File: src/rtl/core/gisc_pkg.sv
// ============================================================================
// gisc_pkg
// Shared constants, cell codes and width helpers for the grid infection
// spread counter.
// ============================================================================
`default_nettype none

package gisc_pkg;

   // Default grid bound
   localparam int MAX_SIDE_DEF = 128;

   // Cell codes
   localparam int KIND_W = 2;
   localparam logic [KIND_W-1:0] KIND_OPEN     = 2'd0;
   localparam logic [KIND_W-1:0] KIND_INFECTED = 2'd1;
   localparam logic [KIND_W-1:0] KIND_BLOCKED  = 2'd2;
   localparam logic [KIND_W-1:0] KIND_RESERVED = 2'd3;

   // Register file
   localparam int SIDE_CFG_W = 8;
   localparam int DAYS_W     = 10;
   localparam int CSR_DATA_W = 32;
   localparam int CSR_ADDR_W = 3;
   localparam logic CSR_IDX_SIDE = 1'b0;
   localparam logic CSR_IDX_DAYS = 1'b1;

   // Job queue between loader and engine
   localparam int QUEUE_DEPTH = 2;

   // Address width of a store holding max_side squared entries
   function automatic int calc_addr_w(input int max_side);
      int depth;
      depth = max_side * max_side;
      return (depth > 1) ? $clog2(depth) : 1;
   endfunction

   // Width that holds a cell count up to max_side squared
   function automatic int calc_total_w(input int max_side);
      return $clog2(max_side * max_side + 1);
   endfunction

   // Width that holds a side up to max_side
   function automatic int calc_side_w(input int max_side);
      return $clog2(max_side + 1);
   endfunction

endpackage

`default_nettype wire

File: src/rtl/core/gisc_front.sv
// ============================================================================
// gisc_front
// Cell loader: takes cells in row-major order, folds the reserved code into
// blocked, writes the cell store and queues a job when the grid is complete.
// ============================================================================
`default_nettype none

module gisc_front
   import gisc_pkg::*;
#(
   parameter int MAX_SIDE = MAX_SIDE_DEF
) (
   input  wire logic                                    clock,
   input  wire logic                                    reset,
   input  wire logic                                    req_valid,
   output logic                                         req_ready,
   input  wire logic [KIND_W-1:0]                       req_cell_kind,
   input  wire logic [calc_side_w(MAX_SIDE)-1:0]        side_eff,
   input  wire logic [calc_total_w(MAX_SIDE)-1:0]       total,
   input  wire logic [DAYS_W-1:0]                       days,
   input  wire logic                                    back_busy,
   input  wire logic                                    q_empty,
   output logic                                         cell_we,
   output logic [calc_addr_w(MAX_SIDE)-1:0]             cell_addr,
   output logic [KIND_W-1:0]                            cell_kind,
   output logic                                         job_push,
   output logic [calc_side_w(MAX_SIDE)+calc_total_w(MAX_SIDE)+DAYS_W-1:0] job_data
);

   localparam int STORE_DEPTH = MAX_SIDE * MAX_SIDE;
   localparam int ADDR_W      = calc_addr_w(MAX_SIDE);
   localparam int TOTAL_W     = calc_total_w(MAX_SIDE);
   localparam int WIDE_W      = TOTAL_W + 1;

   logic [TOTAL_W-1:0] load_index_ff;
   logic [TOTAL_W-1:0] load_index_in;
   logic               accept;
   logic               grid_done;
   logic [WIDE_W-1:0]  next_index;
   logic [DAYS_W-1:0]  rounds;

   // Hold off while a grid waits or the engine reads the store
   assign req_ready = q_empty && !back_busy;
   assign accept    = req_valid && req_ready;

   // Fold the reserved code into blocked
   assign cell_kind = (req_cell_kind == KIND_RESERVED) ? KIND_BLOCKED : req_cell_kind;
   assign cell_we   = accept;
   assign cell_addr = load_index_ff[ADDR_W-1:0];

   // Grid completes once the count reaches the current cell total
   assign next_index = WIDE_W'(load_index_ff) + WIDE_W'(1);
   assign grid_done  = next_index >= WIDE_W'(total);

   assign rounds   = (days > DAYS_W'(1)) ? (days - DAYS_W'(1)) : '0;
   assign job_push = accept && grid_done;
   assign job_data = {side_eff, total, rounds};

   // Advance or restart the load position
   always_comb begin
      load_index_in = load_index_ff;
      if (accept) begin
         if (grid_done) begin
            load_index_in = '0;
         end else begin
            load_index_in = next_index[TOTAL_W-1:0];
         end
      end
   end

   always_ff @(posedge clock) begin
      if (reset) begin
         load_index_ff <= '0;
      end else begin
         load_index_ff <= load_index_in;
      end
   end

   // Load position stays inside the store
   a_index_in_store: assert property (@(posedge clock) disable iff (reset)
      int'(load_index_ff) < STORE_DEPTH)
      else $error("load index beyond cell store");

endmodule

`default_nettype wire

File: config.mk
export PLATFORM = sky130hd
export DESIGN_NAME = gisc_front
export DESIGN_NICKNAME = d
export VERILOG_FILES = /design/src/rtl/core/gisc_pkg.sv /design/src/rtl/core/gisc_front.sv
export SDC_FILE = /design/constraint.sdc
export NUM_CORES = 1
export LEC_CHECK = 0
export BUFFER_PORTS_ARGS = -buffer_cell sky130_fd_sc_hd__buf_2
export CORE_AREA = 2 2 48 83
export CTS_BUF_LIST = sky130_fd_sc_hd__clkbuf_8
export DETAILED_ROUTE_END_ITERATION = 10
export DIE_AREA = 0 0 50 85
export HOLD_SLACK_MARGIN = 0.1
export PLACE_DENSITY_LB_ADDON = 0.25
export SETUP_SLACK_MARGIN = 0.5
export SYNTH_ARGS = -nofsm -noshare
export SYNTH_HDL_FRONTEND = slang
export SYNTH_SLANG_ARGS = --single-unit
File: constraint.sdc
create_clock -name clock -period 4.78 [get_ports clock]
set_input_delay 0.478 -clock clock [delete_from_list [all_inputs] [get_ports clock]]
set_output_delay 0.478 -clock clock [all_outputs]
set_load 0.1 [all_outputs]
==> run metrics <==
Via-to-Cell Ratio 4.994; min Tclk post-route 3.905 ns; CTS Sinks 15; CP arrival 3.43 ns; Syn Inst Count 229; fin crit share 81.69%; IO buf count 75; crit-path cells ha_1 -> and3_1 -> nand3_1 -> inv_1 -> and3_1 -> xor2_1 -> ha_1 -> nand3_1 -> or3_1 -> o41a_1 -> a41oi_4 -> buf_4; post-synthesis simple-gate area fraction 24.64%; initial drt markers 17; Post-synth EDFFs 0; Hold Crit Class flip-flop to flip-flop; max reg flops 15; mapped cell area 1762 µm²; Setup Total Neg Slack 0 ns; Setup crit end kind output port; Primary FF master, synth dfxtp_1; FMAX 256.1 MHz; global route total overflow 0; GP Congestion 0.8191; Compound-Gate Fraction of Synth Area 7.955%; clk_lat worst skew 0.24 ns; Startpoint Class flip-flop; Post-Synth XOR/XNOR Area 15.41%; Worst path max stage delay 0.42 ns; first-pass GRT wire length 5947 µm; CP max stage cell o41a_1; Chip Height 85 µm; synth top area cells dfxtp_1, buf_4, ha_1; total power 0.3907 mW; clk buf depth 2; Syn Area/Cell 7.693 µm²; Syn-to-layout area delta 11.43%; diode count 0; I/O Pins 92; delay-heaviest family, CP simple AND/OR/NAND/NOR gates; ANT nets after route 0; sequential fraction of the synthesis area 17.05%; largest net degree at the start of global routing 17; Worst EP required 4.30 ns; CTS root buffer clkbuf_8; Syn. warnings 0; Worst Hold Slack 0.5735 ns; # hold bufs at CTS 0; wirelength, routed 3456 µm; Worst-Margin Slew 0.6990 ns; Worst slew margin 52.19%; Core Area 3592 µm²; largest family of logic cells by synthesized area simple AND/OR/NAND/NOR gates; #FFs+latches synth 15; router iterations before antenna repair 4; initial antenna violation count 0; nets 329; most frequent cells in the layout buf_2, inv_1, nor3_1, xnor2_1, ha_1; HPWL Detailed 2929 µm; clk_skew 0.002275 ns; post-synth top area share 17.05%; syn nets 287; P_leak 0.9894 nW; maximum fanout along the worst path 7; drt drc 0; Max Slew Vio Count 0; post-synthesis adder-cell area fraction 12.78%; CTS tree yes; Top Registers load_index_ff: 15 flops; H-Tree Depth 1; layout cells sized above 1 31.85%; CP Class flip-flop to output port; Async S/R FF share, synth 0%; multiplexer share of the synthesized area 0.5682%; status finished, final reports clean; RSZ-0062 raised after global routing false; biggest area consumer among synthesized cells dfxtp_1; peak supply drop 0.1889 mV; commonest non-fill, non-tap cell in the layout buf_2; vias in the first global route 1,460; Cell Rows 29; Largest Register load_index_ff; Reg clk slew, reported paths 0.06 ns; buffers plus inverters on the worst setup path 2; Vias 1,578; final hold violation count 0; mean routed wirelength per cell 10.94 µm; power per standard cell area 199.0 nW/µm²; post-synth cell types 35; Setup Viol. Count Final 0; TritonCTS Buffers 3; maxcap violations 0; GRT Total Usage 17.19%; Die ar. 4250 µm²; Initial Util 49.04%; die width 50 µm
synthesized netlist by cell type, types with 3 or more instances:
master / n
and3_1: 3
xor2_1: 11
nand2_1: 11
a21oi_1: 7
o21ai_0: 7
buf_4: 37
nand4_1: 5
nor2_1: 14
nand2b_1: 3
or3_1: 4
nor3_1: 21
xnor2_1: 20
inv_1: 20
dfxtp_1: 15
ha_1: 18
nand3_1: 11
routing by layer:
metal	up-vias	GRT usage [%]	share of wire (%)
met5	-	0	0
met4	0	9.091	3.5
met3	10	1.761	5.5
met2	55	31.70	52
met1	685	18.47	39
li1	828	-	-
report_power, final:
part           switching (mW)  internal (mW)
sequential            0.00100          0.126
clock                  0.0388         0.0566
combinational           0.139         0.0299
cell families after synthesis:
logic type / count (synthesis)
AOI/OAI and AO/OA: 20
xor gates and xnor gates: 31
adders and majority gates: 18
buffers and inverters: 62
DFF: 15
muxes: 1
and+or+nand+nor: 82
worst paths after layout:
path	from	to	slack (ns)	depth (start not counted)
max	load_index_ff[0]	job_push	0.88	12
max reg2reg	load_index_ff[0]	load_index_ff[3]	1.56	13
min	load_index_ff[1]	load_index_ff[1]	0.57	2
min reg2reg	load_index_ff[1]	load_index_ff[1]	0.57	2
tightest hold or removal path, delay by kind of cell (launching register included):
kind	cells	cell delay, ns
flops	1	0.34
mux	1	0.13
simple gates	1	0.05
area by class of cell:
cell class                      instances  area (µm²)
Sequential cell                        15       300.3
Inverter                               21       78.83
Fill cell                             366        1629
Clock buffer                            3       41.29
Tap cell                               46       57.56
Multi-Input combinational cell        152        1081
Clock inverter                          1       3.754
Timing Repair Buffer                   78       400.4
what timing repair did:
item	in CTS	in global routing
pin swaps	0	1
buffers inserted	0	3
cloned	0	0
gates resized for setup	1	0
setup endpoints to repair	1	1
per-stage QoR:
step	util (%)	setup slack [ns]	instance area [µm²]	cells
finish	54.65	0.8753	1963	316
global route	54.65	0.6363	1963	316
CTS	54.02	0.6295	1941	313
detailed placement	52.70	0.7657	1893	309
global placement	52.70	0.8308	1893	309
floorplan	-	0.8173	1762	229
Power figures use the tool's default switching activity.
