## config.mk

```make
export PLATFORM = sky130hd
export DESIGN_NAME = gisc_queue
export DESIGN_NICKNAME = d
export VERILOG_FILES = /design/src/rtl/core/gisc_pkg.sv /design/src/rtl/core/gisc_queue.sv
export SDC_FILE = /design/constraint.sdc
export NUM_CORES = 1
export LEC_CHECK = 0
export ABC_AREA = 1
export BUFFER_PORTS_ARGS = -buffer_cell sky130_fd_sc_hd__buf_2
export CELL_PAD_IN_SITES_DETAIL_PLACEMENT = 0
export CELL_PAD_IN_SITES_GLOBAL_PLACEMENT = 2
export CORE_UTILIZATION = 32
export CTS_CLUSTER_DIAMETER = 80
export DETAILED_ROUTE_END_ITERATION = 8
export PLACE_DENSITY_LB_ADDON = 0.1
export SLEW_MARGIN = 20
export SYNTH_ARGS = -nofsm -noshare
export SYNTH_HDL_FRONTEND = slang
export SYNTH_SLANG_ARGS = --single-unit
```

## constraint.sdc

```tcl
create_clock -name clock -period 1.4 [get_ports clock]
set_input_delay 0.07 -clock clock [delete_from_list [all_inputs] [get_ports clock]]
set_output_delay 0.07 -clock clock [all_outputs]
set_load 0.02 [all_outputs]
```

## src/rtl/core/gisc_pkg.sv

```systemverilog
// ============================================================================
// gisc_pkg
// Shared constants, cell codes and width helpers for the grid infection
// spread counter.
// ============================================================================
`default_nettype none

package gisc_pkg;

   // Default grid bound
   localparam int MAX_SIDE_DEF = 128;

   // Cell codes
   localparam int KIND_W = 2;
   localparam logic [KIND_W-1:0] KIND_OPEN     = 2'd0;
   localparam logic [KIND_W-1:0] KIND_INFECTED = 2'd1;
   localparam logic [KIND_W-1:0] KIND_BLOCKED  = 2'd2;
   localparam logic [KIND_W-1:0] KIND_RESERVED = 2'd3;

   // Register file
   localparam int SIDE_CFG_W = 8;
   localparam int DAYS_W     = 10;
   localparam int CSR_DATA_W = 32;
   localparam int CSR_ADDR_W = 3;
   localparam logic CSR_IDX_SIDE = 1'b0;
   localparam logic CSR_IDX_DAYS = 1'b1;

   // Job queue between loader and engine
   localparam int QUEUE_DEPTH = 2;

   // Address width of a store holding max_side squared entries
   function automatic int calc_addr_w(input int max_side);
      int depth;
      depth = max_side * max_side;
      return (depth > 1) ? $clog2(depth) : 1;
   endfunction

   // Width that holds a cell count up to max_side squared
   function automatic int calc_total_w(input int max_side);
      return $clog2(max_side * max_side + 1);
   endfunction

   // Width that holds a side up to max_side
   function automatic int calc_side_w(input int max_side);
      return $clog2(max_side + 1);
   endfunction

endpackage

`default_nettype wire

```

## src/rtl/core/gisc_queue.sv

```systemverilog
// ============================================================================
// gisc_queue
// Short job queue between the cell loader and the spreading engine.
// ============================================================================
`default_nettype none

module gisc_queue
   import gisc_pkg::*;
#(
   parameter int DATA_W = 8
) (
   input  wire logic              clock,
   input  wire logic              reset,
   input  wire logic              push,
   input  wire logic [DATA_W-1:0] push_data,
   input  wire logic              pop,
   output logic                   pop_valid,
   output logic [DATA_W-1:0]      pop_data,
   output logic                   empty
);

   localparam int PTR_W = (QUEUE_DEPTH > 1) ? $clog2(QUEUE_DEPTH) : 1;
   localparam int CNT_W = $clog2(QUEUE_DEPTH + 1);

   logic [DATA_W-1:0] slot_ff [QUEUE_DEPTH];
   logic [PTR_W-1:0]  wptr_ff;
   logic [PTR_W-1:0]  wptr_in;
   logic [PTR_W-1:0]  rptr_ff;
   logic [PTR_W-1:0]  rptr_in;
   logic [CNT_W-1:0]  count_ff;
   logic [CNT_W-1:0]  count_in;
   logic              do_push;
   logic              do_pop;

   assign empty     = (count_ff == '0);
   assign pop_valid = !empty;
   assign pop_data  = slot_ff[rptr_ff];
   assign do_push   = push && (count_ff != CNT_W'(QUEUE_DEPTH));
   assign do_pop    = pop && !empty;

   // Advance pointers with wrap at the queue depth
   always_comb begin
      wptr_in  = wptr_ff;
      rptr_in  = rptr_ff;
      count_in = count_ff;
      if (do_push) begin
         wptr_in = (wptr_ff == PTR_W'(QUEUE_DEPTH - 1)) ? '0 : wptr_ff + PTR_W'(1);
      end
      if (do_pop) begin
         rptr_in = (rptr_ff == PTR_W'(QUEUE_DEPTH - 1)) ? '0 : rptr_ff + PTR_W'(1);
      end
      if (do_push && !do_pop) begin
         count_in = count_ff + CNT_W'(1);
      end else if (do_pop && !do_push) begin
         count_in = count_ff - CNT_W'(1);
      end
   end

   always_ff @(posedge clock) begin
      if (reset) begin
         wptr_ff  <= '0;
         rptr_ff  <= '0;
         count_ff <= '0;
      end else begin
         wptr_ff  <= wptr_in;
         rptr_ff  <= rptr_in;
         count_ff <= count_in;
      end
   end

   // Store the pushed job
   always_ff @(posedge clock) begin
      if (do_push) begin
         slot_ff[wptr_ff] <= push_data;
      end
   end

   // Loader never pushes into a full queue
   a_no_overflow: assert property (@(posedge clock) disable iff (reset)
      push |-> (count_ff != CNT_W'(QUEUE_DEPTH)))
      else $error("job pushed into full queue");

endmodule

`default_nettype wire

```

==> summary.md, run 1 <==
| Metric | Value |
|---|---|
| Status | finished clean |
| Largest net degree at the start of global routing | 13 |
| Mean post-synth cell area | 13.26 um2 |
| Met3 wire len | 62 um |
| GRT Total Usage | 10.54% |
| Worst Hold Class | primary input to register |
| Drc violations | 0 |
| Area leader, netlist | edfxtp_1 |
| Critical hold path startpoint | reset |
| Synth top area cells | edfxtp_1 58%, dfxtp_1 12%, mux2_2 11% |
| Yosys cell types | 15 |
| Pwr Density | 1668 nW/um2 |
| Clk Latency, worst-skew pair | 0.29 ns |
| Num CTS Buffers | 3 |
| First-pass detailed-route iteration total | 4 |
| Power, Total | 1854 uW |
| Share of cells above drive strength 1 | 46.39% |
| Post-route setup slack | 0.06810 ns |
| Syn_nets | 75 |
| Fmax | 750.8 MHz |
| CP Launch Type | register |
| Netlist Area Pre-Place | 822.0 um2 |
| Vias | 538 |
| Final min period | 1.332 ns |
| Most frequent cell after synthesis | edfxtp_1 |
| Max Cap Viol | 0 |
| # Post-CTS Setup Buffers | 0 |
| Clock sink total | 21 |
| Crit. End Element | output pin |
| Final setup fails | 0 |
| Worst-Margin Slew | 0.2044 ns |
| Top cells by count, synth | 16 x edfxtp_1, 8 x inv_1, 8 x mux2_2, 7 x nor2_1, 6 x nand2_1 |
| R2r startpoint | count_ff[1] |
| DIE AREA | 2776 um2 |
| Top FF cell, synth | edfxtp_1 |
| Antenna violations before repair | 0 |
| Synth Register Bits | 21 |
| Site Rows | 18 |
| Core area | 2455 um2 |
| Gpl congestion | 0.7008 |
| Layout area overhead | 35.16% |
| DRT iter0 DRCs | 3 |
| Mapped Cells | 62 |
| Setup WS pre-CTS | 0.04773 ns |
| I/O Buffers | 21 |
| Starting Density | 33.49% |
| Critical path type | register to output pin |
| Fin Hold WS | 0.04541 ns |
| I/O pin cnt | 22 |
| H-Tree Depth | 1 |
| Post-synth ARST share | 0% |
| Final hold vios | 0 |
| Vias in the first global route | 483 |
| Final ANT Viol Nets | 0 |
| CTS max path bufs | 2 |
| Final Skew | 0.002096 ns |
| Synth warnings | 0 |
| Worst EP required | 1.33 ns |
| DIE WIDTH | 52.69 um |
| RSZ-0062 raised after global routing | no |
| WL met2 | 690 um |
| CTS root buf | clkbuf_4 |
| Final-stage net count | 111 |
| Number of synthesized flops with an enable pin | 16 |
| Via density | 4.236 |
| Sequential area share after synthesis | 70.62% |
| Final slew viol count | 0 |
| CP max FO | 8 |
| Detailed Route WL | 1355 um |
| WL per Instance | 10.67 um |
| Diode count | 0 |
| Final period util | 95.14% |
| Slew margin rel. | 86.37% |
| Crit path DAT | 1.26 ns |
| Post-synth top area share | 58.45% |
| Reg clk slew, reported paths | 0.11 ns |
| Setup TNS | 0 ns |
| CTS tree | yes |
| HPWL after detailed placement | 982.2 um |
| Top Metal Used | met4 |
| P_leak | 0.0004594 uW |
| Die height | 52.69 um |
| First-pass GRT wire length | 1987 um |
| Placed cell count | 115 |
| Max VDD drop | 0.8655 mV |
| M1 wire length | 587 um |
| Non-Filler Instances | 127 |
| Gr ovfl total | 0 |
## critical path, stage by stage (launching register included)
cell and delay, ns:
dfxtp_2 0.46, mux2_2 0.36, buf_2 0.16
## per-stage QoR
step                instance area [um2]  utilization (%)
finish                             1111            45.26
global route                       1111            45.26
CTS                                1096            44.65
detailed placement                987.2            40.21
global placement                  987.2            40.21
floorplan                         827.0                -
## routing by layer
metal	GRT usage, %	vias to the layer above
met4	6.579	0
met1	10.51	242
li1	-	282
met3	2.609	2
met2	19.20	12
met5	0	-
## path summary, 6_finish.rpt
check / endpoint / slack, ns / depth (start not counted)
setup reg to reg: count_ff[1] / 0.12 / 10
hold reg to reg: count_ff[0] / 0.51 / 1
hold / removal: count_ff[1] / 0.05 / 4
setup / recovery: pop_data[1] / 0.07 / 2
## registers in the layout (all words and copies together) (netlist names), named ones only
register / cells
rptr_ff: 1
slot_ff: 16
wptr_ff: 1
count_ff: 2
## cells by family (layout without fill, tap and decap cells)
logic type                 Yosys count  in the layout  synth area share, %
AOI/OAI and AO/OA                    5              5                3.501
adders and majority gates            1              1                1.522
buffers and inverters               10             45                4.718
DFF                                 21             21                70.62
muxes                                8              8                10.96
and+or+nand+nor                     17             17                8.677
## cell type report
cell class	count	area [um2]
inverter	9	33.78
multi-input combinational	31	220.2
sequential	21	584.3
clock inverter	1	5.005
timing repair buffer	32	207.7
fill	245	1344
tap	30	37.54
clock buffer	3	22.52
## where the power goes
| group | total, uW | switching, uW | internal, uW |
|---|---|---|---|
| registers | 879 | 76.5 | 802 |
| clock network | 278 | 172 | 106 |
| logic | 696 | 398 | 298 |
## cell usage in the layout, fill, tap and decap left out
master,n
ha_4,1
clkinv_2,1
inv_1,6
o21ai_2,1
nand4_1,1
dfxtp_2,3
inv_2,3
edfxtp_1,16
a21oi_1,2
dfxtp_1,2
nor2_1,7
o21ai_0,2
mux2_2,8
dlygate4sd3_1,8
nand2_1,6
nor2_4,1
clkbuf_4,3
nand3_1,2
buf_4,3
buf_2,21
## repair_timing
item,in CTS,in global routing
cloned,0,0
endpoints found under the setup margin,8,2
pin swaps,0,2
gates resized for setup,1,5
hold endpoints to repair,16,0
hold buffers,8,0
Note: power is estimated with default switching activity, not from simulation.
==> run 2, diff against run 1 <==
PLACE_DENSITY = 0.79   (was unset)
PLACE_DENSITY_LB_ADDON = unset   (was 0.1)
==> run 2 against run 1 <==
  * Die area is the same
  * First-iteration DRC count is the same
  * Core utilization decreased by 0.10 points
  * Sequential cell count did not move
  * Non-clock buffer count rose by 1
  * Via count rose by 3.7%
  * Clock power about the same
  * Worst hold slack worse by 0.0027 ns
  * Maximum frequency grew 2.1%
  * Sequential power barely moved
  * Power shrank 0.42%
  * Final area fell by 0.23%
  * Critical path type is now register to register
  * Critical endpoint is now count_ff[0]
  * Largest power group unchanged
==> summary.md, run 2 (synthesis results as in run 1) <==
| Metric | Value |
|---|---|
| Status | finished clean |
| Top Registers | slot_ff x16, count_ff x2 |
| Final setup fails | 0 (unchanged) |
| FF-to-FF setup slack | 0.1 ns (-0.02 ns) |
| Critical R2R Capture | count_ff[0] |
| Multi-input gate area | 207.7 um2 (-5.7%) |
| CP max FO | 6 (-2) |
| Crit path DAT | 1.49 ns (+0.23 ns) |
| P_leak | 0.0004650 uW (+1.2%) |
| Final Skew | 0.001796 ns (-0.0003000 ns) |
| Num CTS Buffers | 3 (unchanged) |
| Largest net degree at the start of global routing | 13 (unchanged) |
| Most frequent cells in the layout | 21 x buf_2, 16 x edfxtp_1, 8 x mux2_2, 8 x dlygate4sd3_1 |
| Worst-Margin Slew | 0.1822 ns (-0.02224 ns) |
| Final min period | 1.304 ns (-0.02744 ns) |
| Max reg flops | 16 (unchanged) |
| Gr ovfl total | 0 (unchanged) |
| CTS root buf | clkbuf_4 |
| Layout area overhead | 34.86% |
| Worst EP required | 1.59 ns (+0.26 ns) |
| Final period util | 93.18% (-2.0 points) |
| Site Rows | 18 (unchanged) |
| Power, Total | 1846 uW (-0.42%) |
| Vias in the first global route | 521 (+7.9%) |
| CP Launch Type | register |
| DRT iter0 DRCs | 3 (unchanged) |
| WL per Instance | 10.61 um (-0.56%) |
| R2r startpoint | count_ff[0] |
| First-pass detailed-route iteration total | 4 (unchanged) |
| GRT Total Usage | 10.66% (+0.12 points) |
| H-Tree Depth | 1 (unchanged) |
| # Post-CTS Setup Buffers | 0 (unchanged) |
| Critical path type | register to register |
| Setup TNS | 0 ns (unchanged) |
| Fmax | 766.6 MHz (+2.1%) |
| Final slew viol count | 0 (unchanged) |
| Vias | 558 (+3.7%) |
| CTS max path bufs | 2 (unchanged) |
| Final ANT Viol Nets | 0 (unchanged) |
| Detailed Route WL | 1358 um (+0.22%) |
| HPWL after detailed placement | 950.8 um (-3.2%) |
| Starting Density | 33.49% (unchanged) |
| Seq. cell area | 586.8 um2 (+0.43%) |
| Die height | 52.69 um (unchanged) |
| Share of cells above drive strength 1 | 44.90% (-1.5 points) |
| Critical hold path startpoint | reset |
| Layout fillers | 239 (-2.4%) |
| Antenna violations before repair | 0 (unchanged) |
| Final hold vios | 0 (unchanged) |
| Largest Register | slot_ff |
| Hold endpoint | count_ff[1] |
| Diode count | 0 (unchanged) |
| Reg clk slew, reported paths | 0.11 ns (about the same) |
| Core area | 2455 um2 (unchanged) |
| RSZ-0062 raised after global routing | no |
| Hold depth | 4 (unchanged) |
| Commonest non-fill, non-tap cell in the layout | buf_2 |
| Via density | 4.359 (+2.9%) |
| Pwr Density | 1665 nW/um2 (-0.19%) |
| DIE AREA | 2776 um2 (unchanged) |
| Clock sink total | 21 (unchanged) |
| I/O pin cnt | 22 (unchanged) |
| Slew margin rel. | 87.73% (+1.4 points) |
| Max VDD drop | 0.8628 mV (-0.31%) |
| DIE WIDTH | 52.69 um (unchanged) |
| Crit. End Element | register |
| Max Cap Viol | 0 (unchanged) |
| Final-stage net count | 112 (+0.90%) |
| Worst Hold Class | primary input to register |
| I/O Buffers | 21 (unchanged) |
| CTS tree | yes |
| Drc violations | 0 (unchanged) |
| Reg2Reg Depth | 6 (-4) |
| Clk Latency, worst-skew pair | 0.29 ns (about the same) |
| First-pass GRT wire length | 2083 um (+4.8%) |
| Gpl congestion | 0.7253 (+3.5%) |
==> run 2: cell types whose count changed in the layout (fill, tap and decap cells not counted) <==
cell | previous run | this run
inv_1 | 6 | 7
ha_1 | 0 | 1
dfxtp_4 | 0 | 1
buf_4 | 3 | 4
inv_2 | 3 | 2
ha_4 | 1 | 0
dfxtp_2 | 3 | 2
==> run 2: worst max-delay path, cell delays in order, from the launching register on <==
cell	delay [ns]
dfxtp_2	0.38
o21ai_2	0.16
inv_1	0.07
ha_1	0.29
inv_2	0.05
o21ai_0	0.17
a21oi_1	0.07
==> run 2: per-stage QoR <==
step | cells | setup slack, ns | area [um2] | hold slack [ns] | utilization (%)
6_report | 128 | 0.09553 | 1109 | 0.04268 | 45.16
5_1_grt | 128 | 0.008924 | 1109 | 0.03529 | 45.16
2_1_floorplan | 62 | 0.04931 | 827.0 | 0.1689 | -
4_1_cts | 128 | 0.02979 | 1104 | 0.04166 | 44.95
3_5_place_dp | 116 | 0.07972 | 994.7 | 0.2632 | 40.52
3_3_place_gp | 116 | 0.1078 | 994.7 | 0.2590 | 40.52
==> run 2: per-layer routing <==
metal  GRT usage [%]  up-vias  part of all wire [%]
li1                -      284                     -
met3           3.188        0                   6.8
met2           19.20       18                    50
met5               0        -                     0
met1           11.59      256                    43
met4           3.947        0                     0
==> run 2: worst max path at each step <==
stage | from | endpoint | cells past startpoint
6_report | count_ff[0] | count_ff[0] | 6
5_1_grt | count_ff[1] | count_ff[1] | 9
4_1_cts | register | pop_data[5] | 2
2_1_floorplan | count_ff[0] | count_ff[1] | 9
3_5_place_dp | count_ff[0] | count_ff[1] | 9
3_3_place_gp | count_ff[0] | count_ff[1] | 9
==> run 2: power by group <==
| part | internal, uW | total (uW) | switching (uW) |
|---|---|---|---|
| clock | 106 | 278 | 172 |
| combinational | 292 | 687 | 394 |
| sequential | 805 | 881 | 75.9 |
| total | 1200 | 1850 | 642 |
==> run 2: layout make-up <==
| cell class | count | share of cell area [%] |
|---|---|---|
| inverter | 9 | 3.047 |
| sequential | 21 | 52.93 |
| timing repair buffer | 33 | 19.41 |
| clock inverter | 1 | 0.4515 |
| multi-input combinational | 31 | 18.74 |
| clock buffer | 3 | 2.032 |
| tap | 30 | 3.386 |
==> run 2: what timing repair did <==
action	CTS	global route
setup endpoints to repair	8	6
gates resized for setup	1	4
hold buffers	8	0
hold endpoints to repair	16	0
gates cloned	0	0
==> run 3, diff against run 2 <==
CORE_UTILIZATION = 29   (was 32)
PLACE_DENSITY = unset   (was 0.79)
PLACE_DENSITY_LB_ADDON = 0.1   (was unset)
clock period = 1.06 ns   (was 1.4 ns; I/O delays follow)
==> run 3 against run 2 <==
  * The flow now finishes with violations (negative setup slack)
  * Combinational power increased by 140%
  * Critical path depth decreased by 3
  * Via count increased by 6.5%
  * Critical path type is now register to output pin
  * Largest cell class unchanged
  * Highest routed layer is now met4
==> summary.md, run 3 (synthesis results as in run 1) <==
| Metric | Value |
|---|---|
| Vias in the first global route | 625 (+20%) |
| RSZ-0062 raised after global routing | yes |
| Final period util | 120.2% |
| Diode count | 0 (unchanged) |
| Crit path DAT | 1.22 ns (-0.27 ns) |
| Worst Hold Class | primary input to register |
| Crit. End Element | output pin |
| DRT iter0 DRCs | 12 (+9) |
| CTS max path bufs | 2 (unchanged) |
| Final-stage net count | 120 (+7.1%) |
| Status | finished with violations |
| Reg clk slew, reported paths | 0.11 ns (about the same) |
| Final ANT Viol Nets | 0 (unchanged) |
| Site Rows | 18 (unchanged) |
| Non-Filler Instances | 136 (+6.3%) |
| I/O pin cnt | 22 (unchanged) |
| Fmax | 784.9 MHz |
| CP max FO | 8 (+2) |
| Starting Density | 32.02% (-1.5 points) |
| H-Tree Depth | 1 (unchanged) |
| Worst-Margin Slew | 0.1931 ns (+0.01087 ns) |
| Final setup fails | 30 (+30) |
| Drc violations | 0 (unchanged) |
| Num CTS Buffers | 3 (unchanged) |
| Detailed Route WL | 1539 um (+13%) |
| Slowest cell on crit path | dfxtp_2 |
| Commonest non-fill, non-tap cell in the layout | buf_6 |
| P_leak | 0.0005735 uW (+23%) |
| Final min period | 1.274 ns |
| Largest net degree at the start of global routing | 13 (unchanged) |
| Via density | 4.368 (+0.19%) |
| Top Registers | slot_ff x16, count_ff x2 |
| Layout fillers | 224 (-6.3%) |
| CP Launch Type | register |
| DIE WIDTH | 55.24 um (+4.8%) |
| Vias | 594 (+6.5%) |
| CTS root buf | clkbuf_4 |
| Violated checks | negative setup slack |
| GRT Total Usage | 11.23% (+0.57 points) |
| Layout area overhead | 66.82% |
| Final hold vios | 0 (unchanged) |
| DIE AREA | 3051 um2 (+9.9%) |
| Final Core Density | 53.41% (+8.3 points) |
| Clk Latency, worst-skew pair | 0.29 ns (about the same) |
| Max Cap Viol | 0 (unchanged) |
| Core area | 2567 um2 (+4.6%) |
| WL per Instance | 11.32 um (+6.7%) |
| Die height | 55.24 um (+4.8%) |
| CTS tree | yes |
| Pwr Density | 2337 nW/um2 (+40%) |
| Peak per-stage delay on the critical path | 0.36 ns (-0.02 ns) |
| I/O Buffers | 21 (unchanged) |
| Share of cells above drive strength 1 | 61.32% (+16 points) |
| Placed cell count | 122 (+5.2%) |
| First-pass GRT wire length | 2642 um (+27%) |
| Slew margin rel. | 87.11% (-0.61 points) |
| Final slew viol count | 0 (unchanged) |
| Final Skew | 0.003797 ns (+0.002001 ns) |
| First-pass detailed-route iteration total | 2 (-2) |
| Gr ovfl total | 0 (unchanged) |
| Max VDD drop | 1.120 mV (+30%) |
| Antenna violations before repair | 0 (unchanged) |
| Worst EP required | 1.01 ns (-0.58 ns) |
| Post-route setup slack | -0.2141 ns (-0.3096 ns) |
| Worst path cell trace | buf_12 > mux2_4 > buf_6 |
| Most frequent cells in the layout | 18 x buf_6, 16 x edfxtp_1, 11 x buf_2 |
| Clock sink total | 21 (unchanged) |
| Largest Register | slot_ff |
| Setup TNS | -3.409 ns (-3.409 ns) |
| Gpl congestion | 0.8154 (+12%) |
| Max reg flops | 16 (unchanged) |
| Critical path type | register to output pin |
| HPWL after detailed placement | 1002 um (+5.3%) |
run 3: repair_timing:
item	in CTS	in global routing
hold buffers	8	0
pin swaps	7	7
setup endpoints to repair	27	30
buffers inserted	2	1
hold endpoints to repair	16	0
resized for setup	43	12
run 3: path summary, 6_finish.rpt:
check,start,endpoint,slack [ns],cells past startpoint
max,register,pop_data[4],-0.21,3
min,reset,count_ff[0],0.06,4
max reg2reg,count_ff[1],count_ff[1],-0.18,9
min reg2reg,rptr_ff,register,0.55,2
run 3: per-stage QoR:
| step | hold slack [ns] | cell area, um2 | setup WS, ns | total power (uW) |
|---|---|---|---|---|
| floorplan | 0.1519 | 832.0 | -0.1938 | 1796 |
| global placement | 0.2404 | 1057 | -0.1947 | 2226 |
| detailed placement | 0.2457 | 1057 | -0.2284 | 2231 |
| CTS | 0.02384 | 1321 | -0.2390 | 3080 |
| global route | 0.06413 | 1371 | -0.2788 | 3407 |
| finish | 0.05569 | 1371 | -0.2141 | 3204 |
run 3: layer usage:
metal	track usage, %	vias up	share of wire (%)
met5	0	-	0
met3	3.513	2	3.3
met1	13.02	275	44
li1	-	304	-
met4	3.214	0	0.97
met2	19.79	13	51
run 3: worst max-delay path, delay by kind of cell (launching register included):
kind                   cells  cell delay, ns
multiplexers               1            0.31
flip-flops                 1            0.36
buffers and inverters      2            0.26
run 3: layout make-up:
| type | instances | area (um2) | share of cell area, % |
|---|---|---|---|
| Timing Repair Buffer | 41 | 380.4 | 27.74 |
| Tap cell | 30 | 37.54 | 2.737 |
| Inverter | 9 | 36.28 | 2.646 |
| Multi-Input combinational cell | 31 | 300.3 | 21.90 |
| Sequential cell | 21 | 589.3 | 42.97 |
| Clock inverter | 1 | 5.005 | 0.3650 |
| Clock buffer | 3 | 22.52 | 1.642 |
run 3: power breakdown:
group	internal, uW	switching (uW)	total, uW
logic	921	744	1670
clock network	140	227	367
registers	1070	98.6	1170
total	2140	1070	3200
